$ cat config.mk
export PLATFORM = sky130hd
export DESIGN_NAME = wis_front
export DESIGN_NICKNAME = d
export VERILOG_FILES = /design/src/hdl/wis_pkg.sv /design/src/hdl/wis_front.sv
export SDC_FILE = /design/constraint.sdc
export NUM_CORES = 1
export LEC_CHECK = 0
export ABC_AREA = 0
export BUFFER_PORTS_ARGS = -buffer_cell sky130_fd_sc_hd__buf_2
export CAP_MARGIN = 10
export CORE_MARGIN = 4
export CORE_UTILIZATION = 27
export DETAILED_ROUTE_END_ITERATION = 7
export PLACE_DENSITY = 0.8
export SLEW_MARGIN = 10
export SYNTH_ARGS = -nofsm -noshare
export SYNTH_HDL_FRONTEND = slang
export SYNTH_SLANG_ARGS = --single-unit
$ cat constraint.sdc
create_clock -name clk -period 1.66 [get_ports clk]
set_input_delay 0.498 -clock clk [delete_from_list [all_inputs] [get_ports clk]]
set_output_delay 0.498 -clock clk [all_outputs]
set_load 0.01 [all_outputs]
$ cat src/hdl/wis_pkg.sv
// Types and constants shared by the weighted index selection modules.
`default_nettype none
package wis_pkg;

    localparam int INDEX_W  = 10;
    localparam int WEIGHT_W = 17;
    localparam int RANDOM_W = 32;
    localparam int SUM_W    = 27;
    localparam int COUNT_W  = 11;
    localparam int PROD_W   = RANDOM_W + SUM_W;

    localparam logic [SUM_W-1:0] SUM_MAX = {SUM_W{1'b1}};

    localparam logic KIND_LOAD = 1'b0;
    localparam logic KIND_DRAW = 1'b1;

    typedef struct packed {
        logic                kind;
        logic [INDEX_W-1:0]  entry_index;
        logic [WEIGHT_W-1:0] weight;
        logic [RANDOM_W-1:0] random_word;
    } in_word_t;

    typedef struct packed {
        logic [INDEX_W-1:0] chosen_index;
        logic [SUM_W-1:0]   total_weight;
    } out_word_t;

    typedef struct packed {
        logic                kind;
        logic                load_ok;
        logic [INDEX_W-1:0]  entry_index;
        logic [WEIGHT_W-1:0] weight;
        logic [RANDOM_W-1:0] random_word;
    } q_item_t;

    typedef enum logic [2:0] {
        B_IDLE,
        B_SWEEP,
        B_MULT,
        B_CHECK,
        B_SEARCH,
        B_RESULT
    } back_state_t;

endpackage
`default_nettype wire

$ cat src/hdl/wis_front.sv
// Front end: count register, input handshake and word classification.
`default_nettype none
module wis_front #(
    parameter int MAX_ENTRIES          = 1024,
    parameter int WEIGHT_FRACTION_BITS = 16
) (
    input  wire logic                                 clk,
    input  wire logic                                 rst_n,
    input  wire logic                                 cfg_wr_en,
    input  wire logic [wis_pkg::COUNT_W-1:0]          cfg_wr_data,
    input  wire logic                                 item_valid,
    output logic                                      item_stall,
    input  wire wis_pkg::in_word_t                    item_word,
    input  wire logic                                 q_full,
    output logic                                      q_push,
    output wis_pkg::q_item_t                          q_item,
    output logic [$clog2(MAX_ENTRIES+1)-1:0]          count
);
    import wis_pkg::*;

    localparam int CW         = $clog2(MAX_ENTRIES + 1);
    localparam int CountLimit = (1 << COUNT_W) - 1;
    localparam int ResetCount = (MAX_ENTRIES > CountLimit) ? CountLimit : MAX_ENTRIES;
    localparam logic [31:0] WeightOne = 32'(1) << WEIGHT_FRACTION_BITS;

    logic [COUNT_W-1:0] entry_count_reg;
    logic [COUNT_W-1:0] entry_count_next;
    logic [31:0]        ec_ext;
    logic [31:0]        n_ext;
    logic [31:0]        w_ext;

    assign entry_count_next = cfg_wr_en ? cfg_wr_data : entry_count_reg;

    always_ff @(posedge clk or negedge rst_n)
    begin
        if (!rst_n)
        begin
            entry_count_reg <= COUNT_W'(ResetCount);
        end
        else
        begin
            entry_count_reg <= entry_count_next;
        end
    end

    // clamp count to [2, MAX_ENTRIES]
    assign ec_ext = 32'(entry_count_reg);
    always_comb
    begin
        if (ec_ext < 32'd2)
            n_ext = 32'd2;
        else if (ec_ext > 32'(MAX_ENTRIES))
            n_ext = 32'(MAX_ENTRIES);
        else
            n_ext = ec_ext;
    end
    assign count = n_ext[CW-1:0];

    assign item_stall = q_full;
    assign q_push     = item_valid && !q_full;
    assign w_ext      = 32'(item_word.weight);

    always_comb
    begin
        q_item.kind        = item_word.kind;
        q_item.load_ok     = (32'(item_word.entry_index) < 32'(MAX_ENTRIES));
        q_item.entry_index = item_word.entry_index;
        q_item.random_word = item_word.random_word;
        if (w_ext > WeightOne)
            q_item.weight = WeightOne[WEIGHT_W-1:0];
        else
            q_item.weight = item_word.weight;
    end

endmodule
`default_nettype wire

==> results.md <==
Detailed routing:
- Summed over all layers, the routed wires come to 2680 um.
- The routed wire length per instance is 13.9 um.
- In this run the remaining antenna-violating nets after routing total 0.
- The number of DRC violations after detailed-routing iteration 0 is 6.
- For this run, the detailed router's first-pass iteration total came to 3.
- The number of vias in the routed layout is 839.
- The residual DRC count is 0.
- Using the TritonRoute via totals, the vias-per-cell ratio works out to 4.35.

Finish:
- Fill cells in the final layout number 379.
- Leaving out fill and tap cells, the most frequent cell in the layout is sky130_fd_sc_hd__buf_2.
- Of the cells placed in the final design, the portion with a size suffix greater than 1 is 0.752.
- The library cells used most frequently in the layout, excluding fill and tap cells, are 56 x sky130_fd_sc_hd__buf_2, 15 x sky130_fd_sc_hd__nor2b_1, 15 x sky130_fd_sc_hd__buf_4.
- The number of nets in the final layout is 222.
- The register with the most flip-flops in the layout has 11 of them.
- The synthesis-to-finish area growth is 28.5%.
- Measured on the finished design, the core utilization comes to 0.363.
- The final antenna diode count is 0.

Critical path:
- The master of the slowest instance on the critical path is sky130_fd_sc_hd__nor4_4.
- The critical path starts at item_word[47].
- For the worst setup path, the data required time is 1.16 ns.
- In this run the number of cells on the critical path is 6.
- The startpoint identified for the worst register-to-register timing path is entry_count_reg[10]$_DFFE_PN1P_.
- The highest cell delay on the worst timing path is 0.25 ns.
- The worst setup path is launched from an input port.
- The setup slack of the worst register-to-register path is 0.70 ns.
- The arrival time of data at the critical path endpoint is 1.53 ns.
- The capture point of the worst path is q_item[38].
- The type of the worst setup path is in2out.
- Grouping stages by cell kind, the critical path spends the most delay in buffers and inverters.
- STA classifies the critical path endpoint as a primary output.
- The capture instance of the worst register-to-register path is entry_count_reg[10]$_DFFE_PN1P_.
- The number of buffers and inverters on the critical path is 3.
- Along the worst path, the maximum fanout reaches 5.
- The signal on the critical path passes through buf_8 > nor4_4 > buf_4 > a41oi_4 > nor2b_2 > buf_2.
- The length in cells of the worst reg-to-reg path is 2.

Timing:
- The setup TNS is -3.71 ns.
- In the post-route analysis, the smallest setup slack over all paths is -0.365 ns.
- Setup repair after global routing could not meet its margin everywhere.
- The number of hold violations in the final report is 0.
- The maximum frequency from static timing analysis is 0.494 GHz.
- Of the available clock period, the critical path in the final layout requires 1.22.
- The number of pins exceeding their max-slew limit in the final report is 0.
- The clock period minus final worst setup slack is 2.03 ns.
- Setup violations remaining at the end of the flow were counted as 12.
- The clock arrives with 0 ns of skew.

Placement:
- Input and output buffers added on the ports amount to 62.
- Once detailed placement completed, the half-perimeter wirelength came to 2070 um.
- Routability-driven placement finished with a final weighted congestion of 0.734.

Power and ir drop:
- Dividing total power by cell area gives a power density of 639 nW/um2.
- In this run the static leakage power is 0.659 nW.
- VDD sags by at most 403 uV.

Global route:
- The number of antenna violations at the first check in global routing is 0.
- The first global-routing pass estimated 4220 um of wire.
- The aggregate global routing overflow is 0.
- The maximum number of pins on one net before global-route repair is 14.
- The all-layer global routing usage is 0.105.
- The number of global-route vias before repair is 869.

Yosys:
- The number of storage elements in the synthesis netlist is 11.
- Synthesis produced a netlist whose cell count is 112.
- Of the synthesized area, sequential elements account for 0.263.
- The compound-gate portion of the synthesized area is 0.0501.
- Of the total synthesized cell area, the portion taken by XOR and XNOR cells is 0.
- Of the total synthesized cell area, the portion taken by AND, OR, NAND and NOR gates is 0.238.
- The mapped netlist covers 1050 um2.
- Of the post-synthesis cell area, the dominant cell type holds 0.322.
- The synthesized netlist net count is 188.
- The area share of fa/ha/maj cells after synthesis is 0.
- The portion of synthesized area spent on multiplexers is 0.0965.
- The average footprint of a synthesized cell is 9.37 um2.
- For this run, the number of Yosys warnings is 0.
- The combinational family with the most area after synthesis is buffers and inverters.
- Of all cell types, the one taking the most synthesized area is sky130_fd_sc_hd__buf_4.
- The number of distinct library cells after synthesis is 18.
- After synthesis, the cell types taking the most area are sky130_fd_sc_hd__buf_4 32%, sky130_fd_sc_hd__dfrtp_1 24%, sky130_fd_sc_hd__nor2b_1 14%.

Clock network:
- Clock-pin slew was measured on the worst setup and hold paths at 0.05 ns.
- The maximum level of the CTS H-tree is 1.
- In this run, post-CTS hold repair placed 0 buffers.
- The tree is rooted in a sky130_fd_sc_hd__clkbuf_8.
- The clock tree from TritonCTS is done.
- The clock insertion delay at the later pin of the skew report is 0.23 ns.
- The clock buffer count from CTS is 3.
- The number of clock sinks seen by CTS is 11.
- The number of buffers on the longest clock path is 2.

Worst hold path:
- The tightest min-delay check is of the in2async type.

Floorplan:
- The effective utilization at floorplan is 0.282.
- In this run the vertical extent of the chip is 70.4 um.
- During I/O placement, the number of pins put on the boundary was 150.
- The total area inside the core boundary comes to 3720 um2.
- The die covers 4950 um2.
- The number of placement rows is 22.
- Measured along the x axis, the die boundary spans 70.4 um.

Run status:
- The final reports fail on setup timing.
- The flow ran to the end, but the final reports show violations.

Run:
- The max-cap check violation count is 0.
[power by group]
group / switching [mW] / internal, mW / leakage (nW) / total, mW
Combinational: 0.124 / 0.152 / 0.508 / 0.276
Clock: 0.0952 / 0.168 / 0.0228 / 0.263
Sequential: 0.0247 / 0.298 / 0.128 / 0.322
Total: 0.244 / 0.618 / 0.659 / 0.862
[layer usage]
layer	GRT usage	wire length, um
met5	0	0
met3	0.0460	360
met2	0.198	1390
met1	0.0963	857
met4	0.0447	79
[Yosys cell counts]
| cell type | n |
|---|---|
| sky130_fd_sc_hd__clkbuf_1 | 3 |
| sky130_fd_sc_hd__buf_4 | 45 |
| sky130_fd_sc_hd__o21ai_0 | 2 |
| sky130_fd_sc_hd__dfstp_2 | 1 |
| sky130_fd_sc_hd__nand2_1 | 3 |
| sky130_fd_sc_hd__nor4_4 | 2 |
| sky130_fd_sc_hd__conb_1 | 1 |
| sky130_fd_sc_hd__nor2b_1 | 24 |
| sky130_fd_sc_hd__o211a_1 | 1 |
| sky130_fd_sc_hd__buf_2 | 1 |
| sky130_fd_sc_hd__a21oi_1 | 1 |
| sky130_fd_sc_hd__dfrtp_1 | 10 |
| sky130_fd_sc_hd__nor4_1 | 2 |
| sky130_fd_sc_hd__mux2_2 | 9 |
| sky130_fd_sc_hd__inv_1 | 3 |
| sky130_fd_sc_hd__a41oi_4 | 1 |
| sky130_fd_sc_hd__nor4_2 | 2 |
| sky130_fd_sc_hd__nor2b_2 | 1 |
[kinds of logic (layout without fill, tap and decap cells)]
family / after synthesis / count (layout)
simple gates: 34 / 34
mux: 9 / 9
compound gates: 5 / 6
other cells: 1 / 1
flops: 11 / 11
buf+inv: 52 / 84
[worst min path at each step]
stage                from                        endpoint  slack, ns  cells after the start
finish              rst_n  entry_count_reg[4]$_DFFE_PN0P_       0.12                      1
global route        rst_n  entry_count_reg[4]$_DFFE_PN0P_       0.13                      1
CTS                 rst_n  entry_count_reg[4]$_DFFE_PN0P_       0.12                      1
detailed placement  rst_n  entry_count_reg[4]$_DFFE_PN0P_       0.38                      1
global placement    rst_n  entry_count_reg[5]$_DFFE_PN0P_       0.38                      1
floorplan           rst_n  entry_count_reg[0]$_DFFE_PN0P_       0.20                      0
[area by class of cell]
class / instances / area [um2] / share of cell area
multi-input cells: 50 / 492 / 0.365
repair buffers: 77 / 464 / 0.344
flip-flops and latches: 11 / 277 / 0.205
well taps: 48 / 60.1 / 0.0445
clock buffers: 4 / 45.0 / 0.0334
inverters: 3 / 11.3 / 0.00835
[timing repair]
item	in CTS	in global routing
pin swaps	9	6
buffers inserted	7	1
endpoints found under the setup margin	12	12
cloned	1	0
resized for setup	11	4
[worst reg2reg max path: stages (launching register included)]
cell and delay, ns:
sky130_fd_sc_hd__dfstp_2 0.64, sky130_fd_sc_hd__inv_1 0.08, sky130_fd_sc_hd__o21ai_0 0.16
[stage by stage]
step                hold slack, ns  power (mW)  std cells  worst slack [ns]  instance area [um2]
floorplan                    0.202       0.544        112            -0.105                 1090
global placement             0.377       0.565        180            -0.457                 1160
detailed placement           0.377       0.570        180            -0.476                 1160
CTS                          0.120       0.868        192            -0.369                 1330
global route                 0.132       0.912        193            -0.413                 1350
finish                       0.116       0.862        193            -0.365                 1350
Power figures use the tool's default switching activity.
