$ cat config.mk
export PLATFORM = sky130hd
export DESIGN_NAME = wis_queue
export DESIGN_NICKNAME = d
export VERILOG_FILES = /design/src/hdl/wis_pkg.sv /design/src/hdl/wis_queue.sv
export SDC_FILE = /design/constraint.sdc
export NUM_CORES = 1
export LEC_CHECK = 0
export BUFFER_PORTS_ARGS = -buffer_cell sky130_fd_sc_hd__buf_4
export CORE_MARGIN = 3
export CORE_UTILIZATION = 45
export DETAILED_ROUTE_END_ITERATION = 10
export PLACE_DENSITY = 0.76
export SLEW_MARGIN = 20
export SYNTH_ARGS = -nofsm -noshare
export SYNTH_HDL_FRONTEND = slang
export SYNTH_SLANG_ARGS = --single-unit
$ cat constraint.sdc
create_clock -name clk -period 4.9 [get_ports clk]
set_input_delay 0.49 -clock clk [delete_from_list [all_inputs] [get_ports clk]]
set_output_delay 0.49 -clock clk [all_outputs]
set_load 0.01 [all_outputs]
$ cat src/hdl/wis_pkg.sv
// Types and constants shared by the weighted index selection modules.
`default_nettype none
package wis_pkg;

    localparam int INDEX_W  = 10;
    localparam int WEIGHT_W = 17;
    localparam int RANDOM_W = 32;
    localparam int SUM_W    = 27;
    localparam int COUNT_W  = 11;
    localparam int PROD_W   = RANDOM_W + SUM_W;

    localparam logic [SUM_W-1:0] SUM_MAX = {SUM_W{1'b1}};

    localparam logic KIND_LOAD = 1'b0;
    localparam logic KIND_DRAW = 1'b1;

    typedef struct packed {
        logic                kind;
        logic [INDEX_W-1:0]  entry_index;
        logic [WEIGHT_W-1:0] weight;
        logic [RANDOM_W-1:0] random_word;
    } in_word_t;

    typedef struct packed {
        logic [INDEX_W-1:0] chosen_index;
        logic [SUM_W-1:0]   total_weight;
    } out_word_t;

    typedef struct packed {
        logic                kind;
        logic                load_ok;
        logic [INDEX_W-1:0]  entry_index;
        logic [WEIGHT_W-1:0] weight;
        logic [RANDOM_W-1:0] random_word;
    } q_item_t;

    typedef enum logic [2:0] {
        B_IDLE,
        B_SWEEP,
        B_MULT,
        B_CHECK,
        B_SEARCH,
        B_RESULT
    } back_state_t;

endpackage
`default_nettype wire

$ cat src/hdl/wis_queue.sv
// Two-entry queue between front and back end.
`default_nettype none
module wis_queue (
    input  wire logic             clk,
    input  wire logic             rst_n,
    input  wire logic             push,
    input  wire wis_pkg::q_item_t push_item,
    output logic                  full,
    input  wire logic             pop,
    output wis_pkg::q_item_t      pop_item,
    output logic                  not_empty
);
    import wis_pkg::*;

    q_item_t     slot_reg [2];
    logic        wr_ptr_reg;
    logic        wr_ptr_next;
    logic        rd_ptr_reg;
    logic        rd_ptr_next;
    logic [1:0]  fill_reg;
    logic [1:0]  fill_next;
    logic        do_push;
    logic        do_pop;

    assign full      = (fill_reg == 2'd2);
    assign not_empty = (fill_reg != 2'd0);
    assign do_push   = push && !full;
    assign do_pop    = pop && not_empty;
    assign pop_item  = slot_reg[rd_ptr_reg];

    always_comb
    begin
        wr_ptr_next = do_push ? !wr_ptr_reg : wr_ptr_reg;
        rd_ptr_next = do_pop ? !rd_ptr_reg : rd_ptr_reg;
        fill_next   = fill_reg + 2'(do_push) - 2'(do_pop);
    end

    always_ff @(posedge clk or negedge rst_n)
    begin
        if (!rst_n)
        begin
            wr_ptr_reg <= 1'b0;
            rd_ptr_reg <= 1'b0;
            fill_reg   <= 2'd0;
        end
        else
        begin
            wr_ptr_reg <= wr_ptr_next;
            rd_ptr_reg <= rd_ptr_next;
            fill_reg   <= fill_next;
        end
    end

    always_ff @(posedge clk)
    begin
        if (do_push)
            slot_reg[wr_ptr_reg] <= push_item;
    end

endmodule
`default_nettype wire

==> results of run 1 <==
-- worst max-delay path by stage --
stage | slack (ns) | depth (start not counted) | to
floorplan | 1.28 | 3 | slot_reg[0][0]
global placement | 2.45 | 4 | slot_reg[0][11]
detailed placement | 2.62 | 2 | pop_item[0]
CTS | 2.06 | 2 | pop_item[0]
global route | 2.18 | 3 | pop_item[60]
finish | 2.30 | 3 | pop_item[0]
-- final cells by class --
type,instances,area [sq um]
fill,750,3880
tap,136,170
inverter,2,7.51
multi-input combinational,73,1010
clock inverter,6,82.6
timing repair buffer,132,1030
clock buffer,26,508
sequential,126,3770
-- cells by family (layout without fill, tap and decap cells) --
family	after synthesis	in the layout	synth area share
xor gates and xnor gates	4	4	0.00714
adders and majority gates	2	2	0.00510
buffers and inverters	9	166	0.0283
DFF	126	126	0.767
muxes	61	61	0.185
and+or+nand+nor	6	6	0.00714
-- per-layer routing --
layer	global-route usage	vias to the layer above
met5	0	-
met1	0.152	1165
met3	0.0712	12
li1	-	1107
met2	0.232	89
met4	0.0575	0
-- placed cells by master, fill, tap and decap left out --
master / count
or2_1: 1
clkbuf_16: 16
dfrtp_1: 3
inv_1: 2
clkinvlp_4: 1
clkbuf_8: 7
nand2b_1: 1
nor2_4: 1
bufinv_16: 2
mux2_2: 2
clkbuf_1: 3
and3_2: 1
ha_1: 2
xor2_1: 1
buf_16: 2
clkinv_2: 3
xnor2_1: 3
dfrtp_4: 1
and2_4: 1
mux2_4: 59
buf_4: 129
nand2_1: 1
edfxtp_1: 122
dlygate4sd3_1: 1
-- metrics by stage --
step / instance area, sq um / total power, W / worst slack [ns] / util / hold WS [ns]
finish: 6580 / 0.00411 / 2.30 / 0.629 / 0.165
floorplan: 4910 / 0.00249 / 1.28 / - / 0.194
global route: 6580 / 0.00432 / 2.18 / 0.629 / 0.126
detailed placement: 5950 / 0.00294 / 2.62 / 0.569 / 0.290
CTS: 6550 / 0.00416 / 2.06 / 0.626 / 0.138
global placement: 5930 / 0.00290 / 2.45 / 0.566 / 0.288
-- power breakdown --
part | switching (W) | internal, W | total (W)
clock network | 0.000407 | 0.000802 | 0.00121
registers | 0.000123 | 0.00148 | 0.00160
logic | 0.000544 | 0.000754 | 0.00130
total | 0.00107 | 0.00303 | 0.00411
==> results.json, run 1 <==
{
  "status": "finished clean",
  "synthFlopType": "edfxtp_1",
  "dieArea_sq_um": 12200,
  "nets": 419,
  "synthToLayoutAreaGrowth_pct": 34.1,
  "vias_per_cell": 4.74,
  "holdPathStages": 1,
  "r2r-end": "slot_reg[0][15]",
  "die_h_um": 110,
  "die_x_um": 110,
  "async_flop_share": 0.0317,
  "final_layout_size_suffix_gt1_frac": 0.616,
  "synth_seq_area_share": 0.767,
  "clkLatencyLatePin_ns": 0.50,
  "cts_buffer_depth": 2,
  "finalWirelength_um": 8230,
  "post-cts-setup-buffers": 0,
  "cts-root-buf": "clkbuf_8",
  "slew_headroom": 0.553,
  "ctsHoldBuffers": 1,
  "worstMarginPinSlew_ns": 0.669,
  "overflow": 0,
  "post-place-cells": 467,
  "yosysTopAreaCell": "edfxtp_1",
  "yosysMostFrequentCell": "edfxtp_1",
  "largest_reg_flops": 122,
  "cp_cell_sequence": "buf_16, mux2_2, buf_4",
  "core_area_sq_um": 10500,
  "setup_violations": 0,
  "cts_tree": "done",
  "synth_fp_nets": 275,
  "ant_nets": 0,
  "critPathArrivalTime_ns": 2.11,
  "path_max_fanout": 38,
  "antenna_found_initial": 0,
  "diodes": 0,
  "syn_area_sq_um": 4910,
  "met2_length_um": 4340,
  "met1_length_um": 3120,
  "rows": 37,
  "worstReg2RegStart": "fill_reg[1]",
  "clk_pin_slew_ns": 0.06,
  "crit_buf_inv": 2,
  "slowest_stage": "dfrtp_4",
  "place_hpwl_um": 5430,
  "required_ns": 4.41,
  "hold_path_end": "slot_reg[1][12]",
  "finalHoldViolCount": 0,
  "grt_max_degree": 63,
  "fin_crit_sh": 0.531,
  "cts_resized": 0,
  "r2r_setup_slack_ns": 2.76,
  "drc": 0,
  "reg2reg_depth": 5,
  "grt_pass1_wl_um": 13000,
  "irDropWorstVdd_mv": 0.463,
  "leakagePower_nw": 2.67,
  "hold_start": "push_item[12]",
  "path_delay_family": "flip-flops",
  "synth.distinct_cells": 16,
  "rsz0062_at_grt": "false",
  "cts.sinks": 126,
  "critPathMaxStageDelay_ns": 0.74,
  "place_congestion": 0.674,
  "post_drt_wl_per_cell_um": 16.4,
  "critPathKind": "flop to primary output",
  "initial_core_util": 0.469,
  "hp-class": "input port to flop",
  "h-tree-depth": 4,
  "cp-startpoint": "rd_ptr_reg",
  "netlist_instances": 208,
  "yosys_warnings": 0,
  "worstSetupEndpointType": "primary output",
  "period_minus_slack_ns": 2.60,
  "synth_top_area_share": 0.747,
  "final_max_slew_viol_count": 0,
  "grt_pass1_vias": 2497,
  "cts_buffers": 17,
  "portBuffers": 127,
  "synth.avg_cell_area_sq_um": 23.6,
  "grt_usage": 0.140,
  "synth_edf_count": 122,
  "p_per_area_nw_per_um2": 624,
  "max_freq_mhz": 384,
  "synthTopCellsByCount": "edfxtp_1 (122), mux2_4 (59), buf_12 (6), dfrtp_1 (4), xnor2_1 (3)",
  "firstDrtPassIters": 4,
  "fin_cells": 501,
  "highest_layer": "met4",
  "wl_met3_um": 652,
  "skew_ns": 0.00844,
  "synth_area_leaders": "edfxtp_1 (75%), mux2_4 (18%), buf_12 (2.4%)",
  "synth_seq_cells": 126,
  "vias": 2373,
  "ios": 128,
  "critPathLaunchType": "flop",
  "maxCapViolations": 0,
  "setup_tns_ns": 0,
  "drt-initial-drc-count": 90
}
Note: power is estimated with default switching activity, not from simulation.
==> run 2, diff against run 1 <==
==> constraint.sdc (replaced) <==
create_clock -name clk -period 2.55 [get_ports clk]
set_input_delay 0.255 -clock clk [delete_from_list [all_inputs] [get_ports clk]]
set_output_delay 0.255 -clock clk [all_outputs]
set_load 0.01 [all_outputs]
==> results.json, run 2 (synthesized netlist as in run 1, its figures left out) <==
{
  "place_congestion": 0.685,
  "leakagePower_nw": 2.90,
  "r2r_setup_slack_ns": 0.88,
  "setup_tns_ns": 0,
  "worstMarginPinSlew_ns": 0.540,
  "die_h_um": 110,
  "cts_buffers": 17,
  "grt_pass1_vias": 2894,
  "post_drt_wl_per_cell_um": 16.1,
  "dieArea_sq_um": 12200,
  "p_int_w": 0.00571,
  "critPathMaxStageDelay_ns": 0.74,
  "slowest_stage": "dfrtp_4",
  "critPathKind": "flop to primary output",
  "core_area_sq_um": 10500,
  "final_util": 0.681,
  "finalHoldViolCount": 0,
  "post-cts-setup-buffers": 0,
  "p_per_area_nw_per_um2": 1090,
  "cts.sinks": 126,
  "cp_cell_sequence": "buf_4, mux2_4, buf_4",
  "drt-initial-drc-count": 131,
  "cts-root-buf": "clkbuf_8",
  "firstDrtPassIters": 4,
  "vias": 2634,
  "irDropWorstVdd_mv": 0.599,
  "grt_max_degree": 42,
  "path_max_fanout": 26,
  "power_frac_clock": 0.273,
  "switching_share": 0.267,
  "initial_core_util": 0.469,
  "overflow": 0,
  "finalWirelength_um": 9080,
  "power.total_w": 0.00779,
  "ctsHoldBuffers": 62,
  "diodes": 0,
  "slew_headroom": 0.640,
  "max_freq_mhz": 431,
  "cts_resized": 0,
  "place_hpwl_um": 5520,
  "portBuffers": 127,
  "synthToLayoutAreaGrowth_pct": 45.2,
  "nFillCells": 668,
  "antenna_found_initial": 0,
  "skew_ns": 0.00835,
  "cts_tree": "done",
  "drc": 0,
  "setup_violations": 0,
  "p_comb_frac": 0.332,
  "clkLatencyLatePin_ns": 0.50,
  "die_x_um": 110,
  "largest_reg_flops": 122,
  "power_switching_w": 0.00208,
  "dp_slack_ns": 0.737,
  "clk_pin_slew_ns": 0.05,
  "grt_usage": 0.154,
  "period_minus_slack_ns": 2.32,
  "hp-class": "input port to flop",
  "rows": 37,
  "final_layout_size_suffix_gt1_frac": 0.523,
  "worstSetupEndpointType": "primary output",
  "maxCapViolations": 0,
  "ios": 128,
  "cts_buffer_depth": 2,
  "layout_setup_ws_ns": 0.228,
  "vias_per_cell": 4.67,
  "path_common_cell": "buf_4",
  "ant_nets": 0,
  "required_ns": 2.30,
  "critPathArrivalTime_ns": 2.07,
  "final_common_cell": "buf_4",
  "final_max_slew_viol_count": 0,
  "h-tree-depth": 4,
  "rsz0062_at_grt": "false",
  "layout.cells.most_common_list": "buf_4 (133), edfxtp_1 (122), dlygate4sd3_1 (62)",
  "fin_crit_sh": 0.911,
  "critPathLaunchType": "flop",
  "grt_pass1_wl_um": 14600,
  "p_seq_frac": 0.396,
  "nets": 483,
  "status": "finished clean"
}
[run 2: changes by cell type in the layout (fill, tap and decap cells not counted)]
cell,previous run,this run
dlygate4sd3_1,1,62
clkbuf_8,7,1
buf_4,129,133
clkinv_2,3,6
buf_16,2,0
clkinv_1,0,2
buf_12,0,1
clkbuf_1,3,4
clkinvlp_4,1,0
[run 2: cell type report]
cell class / instances / area [sq um] / area share
Clock inverter: 10 / 97.6 / 0.0137
Tap cell: 136 / 170 / 0.0239
Multi-Input combinational cell: 73 / 1010 / 0.142
Inverter: 2 / 7.51 / 0.00105
Clock buffer: 21 / 429 / 0.0602
Sequential cell: 126 / 3770 / 0.529
Timing Repair Buffer: 196 / 1640 / 0.230
[run 2: worst paths after layout]
check,startpoint,to,depth (start not counted)
setup / recovery,rd_ptr_reg,pop_item[50],3
hold / removal,pop,rd_ptr_reg,3
setup reg to reg,fill_reg[1],fill_reg[1],7
hold reg to reg,fill_reg[0],fill_reg[0],1
max in group asynchronous,rst_n,rd_ptr_reg,2
min in group asynchronous,rst_n,rd_ptr_reg,2
[run 2: through the flow]
step / hold slack (ns) / instances / area [sq um]
6_report: 0.0615 / 564 / 7120
5_1_grt: 0.0460 / 564 / 7120
3_5_place_dp: 0.0540 / 471 / 5980
4_1_cts: 0.0294 / 564 / 7120
3_3_place_gp: 0.0536 / 471 / 5980
2_1_floorplan: -0.0406 / 208 / 4910
[run 2: critical path, delay by kind of cell, from the launching register on]
| kind | cells | cell delay, ns |
|---|---|---|
| flip-flops | 1 | 0.74 |
| buffers and inverters | 2 | 0.48 |
| multiplexers | 1 | 0.32 |
[run 2: per-layer routing]
metal | part of all wire | GRT usage | up-vias
li1 | - | - | 1235
met1 | 0.40 | 0.181 | 1287
met3 | 0.060 | 0.0510 | 8
met2 | 0.53 | 0.264 | 104
met4 | 0.0078 | 0.0567 | 0
met5 | 0 | 0 | -
[run 2: power groups by stage]
stage          registers (W)  logic, W  clock network, W
2_1_floorplan        0.00298   0.00179                 0
3_3_place_gp         0.00310   0.00250                 0
3_5_place_dp         0.00312   0.00253                 0
4_1_cts              0.00309   0.00262           0.00219
5_1_grt              0.00314   0.00275           0.00228
6_report             0.00308   0.00258           0.00212
